`config.mk`:
```
export PLATFORM = sky130hd
export DESIGN_NAME = rc_pulse_soft_cutoff_sequencer
export DESIGN_NICKNAME = d
export VERILOG_FILES = /design/src/sv/rcsc_pkg.sv /design/src/sv/rc_pulse_soft_cutoff_sequencer.sv
export SDC_FILE = /design/constraint.sdc
export NUM_CORES = 1
export LEC_CHECK = 0
export BUFFER_PORTS_ARGS = -buffer_cell sky130_fd_sc_hd__buf_2
export CAP_MARGIN = 30
export CORE_MARGIN = 4
export CORE_UTILIZATION = 50
export DETAILED_ROUTE_END_ITERATION = 8
export GPL_ROUTABILITY_DRIVEN = 0
export GPL_TIMING_DRIVEN = 0
export PLACE_DENSITY = 0.77
export SLEW_MARGIN = 20
export SYNTH_ARGS = -nofsm -noshare
export SYNTH_HDL_FRONTEND = slang
export SYNTH_SLANG_ARGS = --single-unit
```
`constraint.sdc`:
```
create_clock -name clk_i -period 11.9 [get_ports clk_i]
set_input_delay 0.595 -clock clk_i [delete_from_list [all_inputs] [get_ports clk_i]]
set_output_delay 0.595 -clock clk_i [all_outputs]
set_load 0.1 [all_outputs]
```
`src/sv/rcsc_pkg.sv`:
```
// Package for the RC pulse soft cut-off sequencer: payload types, register indexes, states.
package rcsc_pkg;

  localparam int unsigned CfgIdxW  = 3;
  localparam int unsigned CfgDataW = 16;

  localparam logic [CfgIdxW-1:0] REG_RELAY_OPEN_DELAY  = 3'd0;
  localparam logic [CfgIdxW-1:0] REG_RAMP_LENGTH       = 3'd1;
  localparam logic [CfgIdxW-1:0] REG_RELAY_CLOSE_DELAY = 3'd2;
  localparam logic [CfgIdxW-1:0] REG_LIMIT_FLOOR       = 3'd3;
  localparam logic [CfgIdxW-1:0] REG_LIMIT_CEILING     = 3'd4;
  localparam logic [CfgIdxW-1:0] REG_SWITCH_THRESHOLD  = 3'd5;
  localparam logic [CfgIdxW-1:0] REG_PULSE_WINDOW_LOW  = 3'd6;
  localparam logic [CfgIdxW-1:0] REG_PULSE_WINDOW_HIGH = 3'd7;

  localparam logic FUNC_TICK = 1'b0;
  localparam logic FUNC_EDGE = 1'b1;

  typedef struct packed {
    logic        func;
    logic [15:0] capture_time;
  } rcsc_in_t;

  typedef struct packed {
    logic [7:0]  duty_limit;
    logic        relay_closed;
    logic        enabled;
    logic [14:0] filtered_width;
  } rcsc_out_t;

  typedef enum logic [12:0] {
    ST_IDLE   = 13'b0000000000001,
    ST_EDGE   = 13'b0000000000010,
    ST_WIN    = 13'b0000000000100,
    ST_FILT   = 13'b0000000001000,
    ST_REQ    = 13'b0000000010000,
    ST_APPLY  = 13'b0000000100000,
    ST_BOUND  = 13'b0000001000000,
    ST_DIST   = 13'b0000010000000,
    ST_DECIDE = 13'b0000100000000,
    ST_MUL    = 13'b0001000000000,
    ST_DIV    = 13'b0010000000000,
    ST_DONE   = 13'b0100000000000,
    ST_OUT    = 13'b1000000000000
  } rcsc_state_e;

endpackage

```
`src/sv/rc_pulse_soft_cutoff_sequencer.sv`:
```
// RC pulse soft cut-off sequencer: pulse filter, enable request and duty ramp sequencer.
// Sequence: a capture edge runs the edge, window, filter and request states as needed;
//   a tick runs apply, bound, distance and decide, and, when the duty limit lies on the
//   ramp, a 16x8 multiply and 8 restoring division steps, one quotient bit per cycle.
// Items: one at a time; the next item is accepted the cycle after the result is loaded
//   into the output register.
// Reset: asynchronous, active low; control and config registers return to defaults.
module rc_pulse_soft_cutoff_sequencer #(
  parameter int unsigned TIME_STEP = 3
) (
  input  logic                                    clk_i,
  input  logic                                    rst_ni,
  // configuration write port
  input  logic                                    cfg_we_i,
  input  logic [rcsc_pkg::CfgIdxW-1:0]            cfg_idx_i,
  input  logic [rcsc_pkg::CfgDataW-1:0]           cfg_wdata_i,
  // input channel
  input  logic                                    in_valid_i,
  output logic                                    in_stall_o,
  input  rcsc_pkg::rcsc_in_t                      in_data_i,
  // output channel
  output logic                                    out_valid_o,
  input  logic                                    out_stall_i,
  output rcsc_pkg::rcsc_out_t                     out_data_o
);

  // ---------------------------------------------------------------------------
  // Configuration registers
  // ---------------------------------------------------------------------------
  logic [15:0] rod_q, rod_d;     // relay open delay
  logic [15:0] rlen_q, rlen_d;   // ramp length
  logic [15:0] rcd_q, rcd_d;     // relay close delay
  logic [7:0]  floor_q, floor_d;
  logic [7:0]  ceil_q, ceil_d;
  logic [14:0] thr_q, thr_d;
  logic [14:0] win_lo_q, win_lo_d;
  logic [14:0] win_hi_q, win_hi_d;

  // ---------------------------------------------------------------------------
  // Architectural state
  // ---------------------------------------------------------------------------
  rcsc_pkg::rcsc_state_e state_q, state_d;
  logic        expect_rise_q, expect_rise_d;
  logic [15:0] pulse_start_q, pulse_start_d;
  logic [15:0] filt_q, filt_d;
  logic        req_q, req_d;
  logic        applied_q, applied_d;
  logic [31:0] rus_q, rus_d;     // ramp up start
  logic [31:0] rde_q, rde_d;     // ramp down end
  logic [31:0] now_q, now_d;
  logic [7:0]  limit_q, limit_d;
  logic        relay_q, relay_d;
  logic        out_valid_q, out_valid_d;

  // Work registers of the sequencer (no reset needed)
  logic [15:0] cap_q, cap_d;
  logic [14:0] width_q, width_d;
  logic [19:0] acc_q, acc_d;
  logic [31:0] sum_q, sum_d;
  logic [31:0] dist_q, dist_d;
  logic        lt_q, lt_d;
  logic [15:0] rem_q, rem_d;
  logic [7:0]  quo_q, quo_d;
  logic [2:0]  cnt_q, cnt_d;
  rcsc_pkg::rcsc_out_t out_data_q, out_data_d;

  // ---------------------------------------------------------------------------
  // Shared arithmetic helpers
  // ---------------------------------------------------------------------------
  logic [15:0] len;        // ramp length, zero taken as one
  logic [7:0]  span;       // ceiling - floor, zero if ceiling is below floor
  logic [31:0] base;       // ramp up start or ramp down end, by applied request
  logic [32:0] diff;       // one difference signal serves both ramp directions
  logic [15:0] dist_cap;
  logic [23:0] prod;
  logic [16:0] div_trial;
  logic        div_ge;
  logic        accept_in;
  logic        load_out;

  assign len  = (rlen_q == 16'd0) ? 16'd1 : rlen_q;
  assign span = (ceil_q >= floor_q) ? (ceil_q - floor_q) : 8'd0;
  assign base = applied_q ? rus_q : rde_q;
  assign diff = applied_q ? ({1'b0, now_q} - {1'b0, rus_q})
                          : ({1'b0, rde_q} - {1'b0, now_q});
  assign dist_cap  = (dist_q > {16'd0, len}) ? len : dist_q[15:0];
  assign prod      = {8'd0, dist_cap} * {16'd0, span};
  assign div_trial = {rem_q, quo_q[7]};
  assign div_ge    = (div_trial >= {1'b0, len});

  assign accept_in  = in_valid_i && !in_stall_o;
  assign in_stall_o = (state_q != rcsc_pkg::ST_IDLE);
  assign load_out   = (state_q == rcsc_pkg::ST_OUT) && (!out_valid_q || !out_stall_i);

  assign out_valid_o = out_valid_q;
  assign out_data_o  = out_data_q;

  // ---------------------------------------------------------------------------
  // Sequencer
  // ---------------------------------------------------------------------------
  always_comb begin
    rod_d      = rod_q;
    rlen_d     = rlen_q;
    rcd_d      = rcd_q;
    floor_d    = floor_q;
    ceil_d     = ceil_q;
    thr_d      = thr_q;
    win_lo_d   = win_lo_q;
    win_hi_d   = win_hi_q;

    state_d       = state_q;
    expect_rise_d = expect_rise_q;
    pulse_start_d = pulse_start_q;
    filt_d        = filt_q;
    req_d         = req_q;
    applied_d     = applied_q;
    rus_d         = rus_q;
    rde_d         = rde_q;
    now_d         = now_q;
    limit_d       = limit_q;
    relay_d       = relay_q;
    out_valid_d   = out_valid_q;

    cap_d      = cap_q;
    width_d    = width_q;
    acc_d      = acc_q;
    sum_d      = sum_q;
    dist_d     = dist_q;
    lt_d       = lt_q;
    rem_d      = rem_q;
    quo_d      = quo_q;
    cnt_d      = cnt_q;
    out_data_d = out_data_q;

    // Register writes only while the sequencer is idle: the user's duty, unchecked.
    if (cfg_we_i) begin
      case (cfg_idx_i)
        rcsc_pkg::REG_RELAY_OPEN_DELAY:  rod_d    = cfg_wdata_i;
        rcsc_pkg::REG_RAMP_LENGTH:       rlen_d   = cfg_wdata_i;
        rcsc_pkg::REG_RELAY_CLOSE_DELAY: rcd_d    = cfg_wdata_i;
        rcsc_pkg::REG_LIMIT_FLOOR:       floor_d  = cfg_wdata_i[7:0];
        rcsc_pkg::REG_LIMIT_CEILING:     ceil_d   = cfg_wdata_i[7:0];
        rcsc_pkg::REG_SWITCH_THRESHOLD:  thr_d    = cfg_wdata_i[14:0];
        rcsc_pkg::REG_PULSE_WINDOW_LOW:  win_lo_d = cfg_wdata_i[14:0];
        rcsc_pkg::REG_PULSE_WINDOW_HIGH: win_hi_d = cfg_wdata_i[14:0];
        default: ;
      endcase
    end

    // Drop the result once the consumer takes it.
    if (out_valid_q && !out_stall_i) begin
      out_valid_d = 1'b0;
    end

    case (state_q)
      rcsc_pkg::ST_IDLE: begin
        if (accept_in) begin
          cap_d   = in_data_i.capture_time;
          state_d = (in_data_i.func == rcsc_pkg::FUNC_EDGE) ? rcsc_pkg::ST_EDGE
                                                             : rcsc_pkg::ST_APPLY;
        end
      end

      // ---- capture edge path ----
      rcsc_pkg::ST_EDGE: begin
        if (expect_rise_q) begin
          expect_rise_d = 1'b0;
          pulse_start_d = cap_q;
          state_d       = rcsc_pkg::ST_OUT;
        end else begin
          // width is half the wrapped 16-bit difference
          expect_rise_d = 1'b1;
          width_d       = 15'((cap_q - pulse_start_q) >> 1);
          state_d       = rcsc_pkg::ST_WIN;
        end
      end
      rcsc_pkg::ST_WIN: begin
        if (width_q >= win_lo_q && width_q <= win_hi_q) begin
          acc_d   = ({4'd0, filt_q} << 3) - {4'd0, filt_q} + {5'd0, width_q};
          state_d = rcsc_pkg::ST_FILT;
        end else begin
          state_d = rcsc_pkg::ST_OUT;
        end
      end
      rcsc_pkg::ST_FILT: begin
        filt_d  = acc_q[18:3];
        state_d = rcsc_pkg::ST_REQ;
      end
      rcsc_pkg::ST_REQ: begin
        req_d   = !(filt_q > {1'b0, thr_q});
        state_d = rcsc_pkg::ST_OUT;
      end

      // ---- tick path ----
      rcsc_pkg::ST_APPLY: begin
        if (req_q != applied_q) begin
          applied_d = req_q;
          if (req_q) begin
            rus_d = now_q + {16'd0, rod_q};
          end else begin
            rde_d = now_q + {16'd0, rlen_q};
          end
        end
        state_d = rcsc_pkg::ST_BOUND;
      end
      rcsc_pkg::ST_BOUND: begin
        // end of ramp up, or moment the relay may close
        sum_d   = base + (applied_q ? {16'd0, rlen_q} : {16'd0, rcd_q});
        state_d = rcsc_pkg::ST_DIST;
      end
      rcsc_pkg::ST_DIST: begin
        dist_d = diff[31:0];
        lt_d   = applied_q ? diff[32] : (!diff[32] && (diff[31:0] != 32'd0));
        state_d = rcsc_pkg::ST_DECIDE;
      end
      rcsc_pkg::ST_DECIDE: begin
        now_d = now_q + 32'(TIME_STEP);
        if (applied_q) begin
          relay_d = 1'b0;
          if (lt_q) begin
            limit_d = 8'd0;
            state_d = rcsc_pkg::ST_OUT;
          end else if (now_q > sum_q) begin
            limit_d = ceil_q;
            state_d = rcsc_pkg::ST_OUT;
          end else begin
            state_d = rcsc_pkg::ST_MUL;
          end
        end else begin
          if (now_q > sum_q) begin
            relay_d = 1'b1;
          end
          if (lt_q) begin
            state_d = rcsc_pkg::ST_MUL;
          end else begin
            limit_d = 8'd0;
            state_d = rcsc_pkg::ST_OUT;
          end
        end
      end
      rcsc_pkg::ST_MUL: begin
        // quotient fits 8 bits since the product stays below len * 256
        rem_d   = prod[23:8];
        quo_d   = prod[7:0];
        cnt_d   = 3'd7;
        state_d = rcsc_pkg::ST_DIV;
      end
      rcsc_pkg::ST_DIV: begin
        rem_d = div_ge ? 16'(div_trial - {1'b0, len}) : div_trial[15:0];
        quo_d = {quo_q[6:0], div_ge};
        cnt_d = cnt_q - 3'd1;
        if (cnt_q == 3'd0) begin
          state_d = rcsc_pkg::ST_DONE;
        end
      end
      rcsc_pkg::ST_DONE: begin
        limit_d = floor_q + quo_q;
        state_d = rcsc_pkg::ST_OUT;
      end

      // ---- result ----
      rcsc_pkg::ST_OUT: begin
        if (load_out) begin
          out_valid_d               = 1'b1;
          out_data_d.duty_limit     = limit_q;
          out_data_d.relay_closed   = relay_q;
          out_data_d.enabled        = applied_q;
          out_data_d.filtered_width = filt_q[14:0];
          state_d                   = rcsc_pkg::ST_IDLE;
        end
      end

      default: state_d = rcsc_pkg::ST_IDLE;
    endcase
  end

  // Control and architectural state
  always_ff @(posedge clk_i or negedge rst_ni) begin
    if (!rst_ni) begin
      rod_q         <= 16'd100;
      rlen_q        <= 16'd2048;
      rcd_q         <= 16'd1500;
      floor_q       <= 8'd16;
      ceil_q        <= 8'd32;
      thr_q         <= 15'd1500;
      win_lo_q      <= 15'd800;
      win_hi_q      <= 15'd2200;
      state_q       <= rcsc_pkg::ST_IDLE;
      expect_rise_q <= 1'b1;
      pulse_start_q <= 16'd0;
      filt_q        <= 16'd1000;
      req_q         <= 1'b1;
      applied_q     <= 1'b1;
      rus_q         <= 32'd0;
      rde_q         <= 32'd0;
      now_q         <= 32'd0;
      limit_q       <= 8'd32;
      relay_q       <= 1'b0;
      out_valid_q   <= 1'b0;
    end else begin
      rod_q         <= rod_d;
      rlen_q        <= rlen_d;
      rcd_q         <= rcd_d;
      floor_q       <= floor_d;
      ceil_q        <= ceil_d;
      thr_q         <= thr_d;
      win_lo_q      <= win_lo_d;
      win_hi_q      <= win_hi_d;
      state_q       <= state_d;
      expect_rise_q <= expect_rise_d;
      pulse_start_q <= pulse_start_d;
      filt_q        <= filt_d;
      req_q         <= req_d;
      applied_q     <= applied_d;
      rus_q         <= rus_d;
      rde_q         <= rde_d;
      now_q         <= now_d;
      limit_q       <= limit_d;
      relay_q       <= relay_d;
      out_valid_q   <= out_valid_d;
    end
  end

  // Work and payload registers
  always_ff @(posedge clk_i) begin
    cap_q      <= cap_d;
    width_q    <= width_d;
    acc_q      <= acc_d;
    sum_q      <= sum_d;
    dist_q     <= dist_d;
    lt_q       <= lt_d;
    rem_q      <= rem_d;
    quo_q      <= quo_d;
    cnt_q      <= cnt_d;
    out_data_q <= out_data_d;
  end

  // ---------------------------------------------------------------------------
  // Assertions
  // ---------------------------------------------------------------------------
  // An accepted item keeps the sequencer busy on the next cycle.
  a_busy_after_accept: assert property (@(posedge clk_i) disable iff (!rst_ni)
    accept_in |=> in_stall_o)
    else $error("input not stalled after accept");

  // The relay is never reported closed while the output is enabled.
  a_relay_vs_enable: assert property (@(posedge clk_i) disable iff (!rst_ni)
    out_valid_o |-> !(out_data_o.relay_closed && out_data_o.enabled))
    else $error("relay closed while enabled");

  // A new result only appears from the result state.
  a_result_source: assert property (@(posedge clk_i) disable iff (!rst_ni)
    $rose(out_valid_o) |-> $past(state_q == rcsc_pkg::ST_OUT))
    else $error("result raised outside result state");

endmodule

```
Yosys cells after proc, flatten, opt, wreduce, memory -nomap -nowiden. Cells that the tools add are included.

Register bits: 430. Input bits: 41. Logic and storage cells: 154.

Add/sub/neg operators: 13. Multipliers: 1. $lt $le $gt $ge: 7. Equal/unequal tests: 27. Muxes and demuxes: 33. Bitwise gates (word level): 2. Reduce and logical (&&, ||, !) cells: 38.

Operators by type and width (number): $pmux 13 s12 (1); $mux 13 (9); $add 32x16->32 (3); $sub 32x32->33 (2); $mux 16 (4); $mux 8 (5); $mux 33 (1); $add 32x2->32 const B (1); $gt 32x16->1 (1); $gt 32x32->1 (1); $mux 32 (1); $pmux 16 s2 (1); $pmux 8 s2 (2); $reduce_bool 32->1 (1); $sub 16x16->16 (2); $reduce_and 2->1 (15); $mul 16x8->24 (1); $add 19x15->19 (1); $sub 19x16->19 (1); $ge 17x16->1 (1); $gt 16x15->1 (1); $logic_not 16->1 (1); $ge 15x15->1 (1); $le 15x15->1 (1); 36 further kinds (63).

Depth between registers and ports, before layout.
Depth in word-level cells: 6. Mapped depth: 34. Depth with buffers taken out: 32.

Worst setup path before layout. OpenSTA, ideal clock, no wires.

Path type: reg-to-reg. Start: register rlen_q[1]. End: register rem_q[14] (data pin). Data arrival time: 7096 ps. Required time: 11617 ps. Slack: 4521 ps. Cell stages (with the launch flop): 32. Path buffers: 2. Clock period less this slack: 7379 ps. Path through: dfrtp_1 nor4_1 a41o_1 ha_1 o22ai_1 o21a_1 o21a_1 o21ai_0 a21boi_0 o21ai_0 o211ai_1 a21o_1 buf_2 buf_2 mux2i_1 or2_2 fa_1 fa_1 inv_1 fa_1 inv_1 fa_1 inv_1 ha_1 a21boi_0 o41ai_1 or3_1 a31oi_1 a2111oi_2 a21oi_1 xnor2_1 mux2i_1.

Longest elaborated chain between the ends: 6. Elaborated cells between the ends (all ways): 9. Those cells by class: add/sub (1); mul (1); order compare (2); mux (4); reduce/logical (1).

RTL lines: start: declaration (RTL line rc_pulse_soft_cutoff_sequencer.sv:31) `logic [15:0] rlen_q, rlen_d;`; start signal: assignment (RTL line rc_pulse_soft_cutoff_sequencer.sv:302) `rlen_q <= rlen_d;`; $logic_not 16->1 (RTL line rc_pulse_soft_cutoff_sequencer.sv:81) `assign len = (rlen_q == 16'd0) ? 16'd1 : rlen_q;`; $mux 16 (*) (RTL line rc_pulse_soft_cutoff_sequencer.sv:81); $gt 32x16->1 (RTL line rc_pulse_soft_cutoff_sequencer.sv:86) `assign dist_cap = (dist_q > {16'd0, len}) ? len : dist_q[15:0];`; $mux 16 (RTL line rc_pulse_soft_cutoff_sequencer.sv:86); $mul 16x8->24 (RTL line rc_pulse_soft_cutoff_sequencer.sv:87) `assign prod = {8'd0, dist_cap} * {16'd0, span};`; $pmux 16 s2 (*) (RTL line rc_pulse_soft_cutoff_sequencer.sv:155) `case (state_q)`; named net rem_d[14] (RTL line rc_pulse_soft_cutoff_sequencer.sv:62) `logic [15:0] rem_q, rem_d;`; end signal: assignment (RTL line rc_pulse_soft_cutoff_sequencer.sv:332) `rem_q <= rem_d;`; end: declaration (RTL line rc_pulse_soft_cutoff_sequencer.sv:62).

Mark *: on every way through the listed nets, which the timed path passes. The rest lies on a longest branch. A chain may end at the register's enable or synchronous reset.

Worst setup path in the final report.
Start: register rlen_q[1]. End: register rem_q[15] (data pin).

Same word-level chain as after synthesis.

==> impl_metrics.py <==
metrics = {
    "die": {
        "die_y_um": 263.3,
        "core_area_um2": 64460,
        "ios": 68,
        "die_w_um": 263.3,
        "die_area_um2": 69310,
        "rows": 93,
        "initial_utilization": 0.5054,
    },
    "sta": {
        "fin_setup_tns_ns": 0,
        "slew_viol_final": 0,
        "period_share": 0.7546,
        "skew_ns": 0.04545,
        "setup_viol": 0,
        "hold_ws_ns": 0.1546,
        "layout_setup_ws_ns": 2.921,
        "grt_setup_unrepaired": "no",
        "tightestPinTransition_ns": 1.011,
        "relSlewSlack": 0.3064,
        "hold_viol": 0,
        "period_needed_ns": 8.979,
        "fmax_mhz": 111.4,
    },
    "route": {
        "num_vias": 25910,
        "ant_nets": 0,
        "routed_wl_mm": 86.78,
        "drc": 0,
        "drt-initial-drc-count": 2672,
        "wl_per_cell_um": 19.57,
        "first_pass_iters": 7,
        "via_per_inst": 5.843,
    },
    "synth": {
        "synth_nets": 3870,
        "ys_types": 91,
        "synthCells": 3408,
        "synth.avg_cell_area_um2": 9.561,
        "yosysTopAreaCellShare": 0.1728,
        "synth-edff-count": 164,
        "yosysMostFrequentCell": "inv_1",
        "yosysWarningCount": 0,
        "yosys_most_used_dff": "dfrtp_1",
        "ys_ff_latch": 427,
        "ys_top_cells_by_count": "inv_1, ha_1, nand2_1",
        "syn_area_um2": 32580,
        "ys_seq_area_frac": 0.3546,
        "synth_area_leaders": "dfrtp_1, edfxtp_1, ha_1, fa_1, mux2_2",
        "postSynth.asyncResetShare": 0.6159,
        "yosys.area.top_type": "dfrtp_1",
    },
    "hold_path": {
        "hold_depth": 1,
        "hp-start": "in_data_i[1]",
        "hp-class": "input port to register",
        "whs_endpoint": "cap_q[1]$_DFFE_PP_",
    },
    "cts": {
        "clock_sinks": 427,
        "h-tree-depth": 2,
        "clk_latency_ns": 0.61,
        "cts_made_buffers": 46,
        "cts_root_buffer": "clkbuf_16",
        "post_cts_buffers": 0,
        "tritoncts": "yes",
        "ctsLongestPathBuffers": 3,
        "path_clk_slew_ns": 0.06,
    },
    "critical_path": {
        "cpMostUsedCell": "fa_1",
        "required_ns": 12.21,
        "r2r-end": "rem_q[15]$_DFFE_PP_",
        "path_class": "register to register",
        "critPathMaxStageDelay_ns": 0.75,
        "start_kind": "register",
        "endpoint_kind": "register",
        "r2r-start": "rlen_q[1]$_DFFE_PN0P_",
        "worstPathArrival_ns": 9.29,
        "slowest_stage": "mux2i_1",
        "reg2reg_depth": 32,
        "critPathMaxFanout": 10,
        "reg2reg_slack_ns": 2.92,
    },
    "global_route": {
        "grt_pass1_wl_mm": 137.9,
        "grt.total_usage": 0.2462,
        "gr-total-overflow": 0,
        "grt_antenna_before_repair": 5,
        "grt_max_degree": 95,
        "grt_pass1_vias": 25550,
    },
    "status": {
        "status": "completed",
    },
    "power": {
        "power_density_nw_per_um2": 182.3,
        "power_w": 0.006539,
        "p_leak_nw": 16.17,
        "vdd_drop_max_v": 0.0001626,
    },
    "place": {
        "io_buffers": 63,
        "hpwl_mm": 66.91,
        "post-place-ws_ns": 3.075,
        "dp_cells": 4341,
    },
    "job": {
        "max-cap-violations": 0,
    },
    "finish": {
        "layout-drive-gt1-share": 0.1137,
        "antenna_cells": 0,
        "fin_cells": 4434,
        "area_delta_synth_final_pct": 10.08,
        "nets": 4003,
    },
}
kinds of logic (layout without fill, tap and decap cells):
kind of cell    after synthesis  count (layout)  share of synthesized area
flops                       427             427                     0.3546
mux                         190             190                    0.06386
buf+inv                     488             659                    0.05649
xor+xnor                    214             214                    0.05752
fa+ha+maj                   421             421                     0.1859
compound gates              696             696                     0.1352
simple gates                972             972                     0.1465
critical path: cells and delay by family (launching register included):
| kind | cells | cell delay (ns) |
|---|---|---|
| adders and majority gates | 6 | 2.71 |
| AOI/OAI and AO/OA | 14 | 2.37 |
| and+or+nand+nor | 5 | 1.49 |
| muxes | 2 | 0.86 |
| buffers and inverters | 4 | 0.53 |
| DFF | 1 | 0.52 |
| xor gates and xnor gates | 1 | 0.21 |
state kept, by name, summed over array words and instances, names as in the netlist, 13 cells and up:
register       count
width_q           15
win_hi_q          15
rod_q             16
rem_q             16
out_data_o        25
rde_q             32
rcd_q             16
pulse_start_q     16
state_q           13
cap_q             16
rus_q             32
thr_q             15
filt_q            16
win_lo_q          15
now_q             32
dist_q            32
acc_q             16
rlen_q            16
sum_q             32
layer usage:
metal	GRT usage	vias up	routed length (µm)
met5	0	-	13
met4	0.07607	2	2792
met3	0.04224	171	6881
met2	0.4009	926	39650
met1	0.3385	12620	37440
li1	-	12190	-
timing repair:
| action | CTS | global route |
|---|---|---|
| hold endpoints to repair | 18 | 0 |
| hold buffers | 1 | 0 |
| resized for setup | 0 | 0 |
per-stage QoR:
stage	area [µm²]	util
after CTS	35830	0.5558
after global routing	35870	0.5564
after detailed placement	34200	0.5305
after floorplan	32580	-
after global placement	33970	0.5269
final	35870	0.5564
how the worst max path moves through the flow:
stage	from	end	slack [ns]
final	rlen_q[1]$_DFFE_PN0P_	rem_q[15]$_DFFE_PP_	2.92
after global placement	rlen_q[13]$_DFFE_PN0P_	rem_q[14]$_DFFE_PP_	3.01
after floorplan	rlen_q[1]$_DFFE_PN0P_	rem_q[14]$_DFFE_PP_	4.52
after CTS	rlen_q[1]$_DFFE_PN0P_	rem_q[15]$_DFFE_PP_	2.95
after detailed placement	rlen_q[13]$_DFFE_PN0P_	rem_q[15]$_DFFE_PP_	3.07
after global routing	rlen_q[1]$_DFFE_PN0P_	rem_q[15]$_DFFE_PP_	2.31
cell usage in the layout (no fill, tap or decap), types with 9 or more instances in the layout:
cell type,count
o21bai_1,15
nand3_1,57
o21ai_0,215
and3_1,19
o21a_1,21
inv_1,405
or2_2,31
nand4_1,35
ha_1,316
nor2b_1,49
clkbuf_8,11
a31oi_1,17
buf_2,74
dfrtp_1,225
clkbuf_1,82
o2111ai_1,9
fa_1,105
nand2_1,268
mux2i_1,47
o31ai_1,12
edfxtp_1,164
a211oi_1,28
nor2_1,253
a21boi_0,21
clkbuf_16,49
xnor2_1,152
nor4_1,28
nor3_1,77
or3_1,41
dfstp_2,38
mux2_2,143
nand2b_1,35
o211ai_1,17
nand3b_1,10
nor3b_1,19
a21oi_1,172
xor2_1,62
and2_1,15
a21o_1,72
layout make-up:
| class | count | area (µm²) |
|---|---|---|
| buffer | 83 | 320.3 |
| clock buffer | 70 | 1415 |
| clock inverter | 16 | 201.4 |
| fill | 5529 | 28600 |
| inverter | 405 | 1520 |
| multi-input combinational | 2493 | 19230 |
| sequential | 427 | 11550 |
| tap | 855 | 1070 |
| timing repair buffer | 85 | 555.5 |
power by group:
group,internal (W),total [W],switching [W]
sequential,0.00181,0.00194,0.000126
combinational,0.00130,0.00309,0.00179
clock,0.000893,0.00152,0.000626
total,0.00400,0.00654,0.00254
Note: power is estimated with default switching activity, not from simulation.
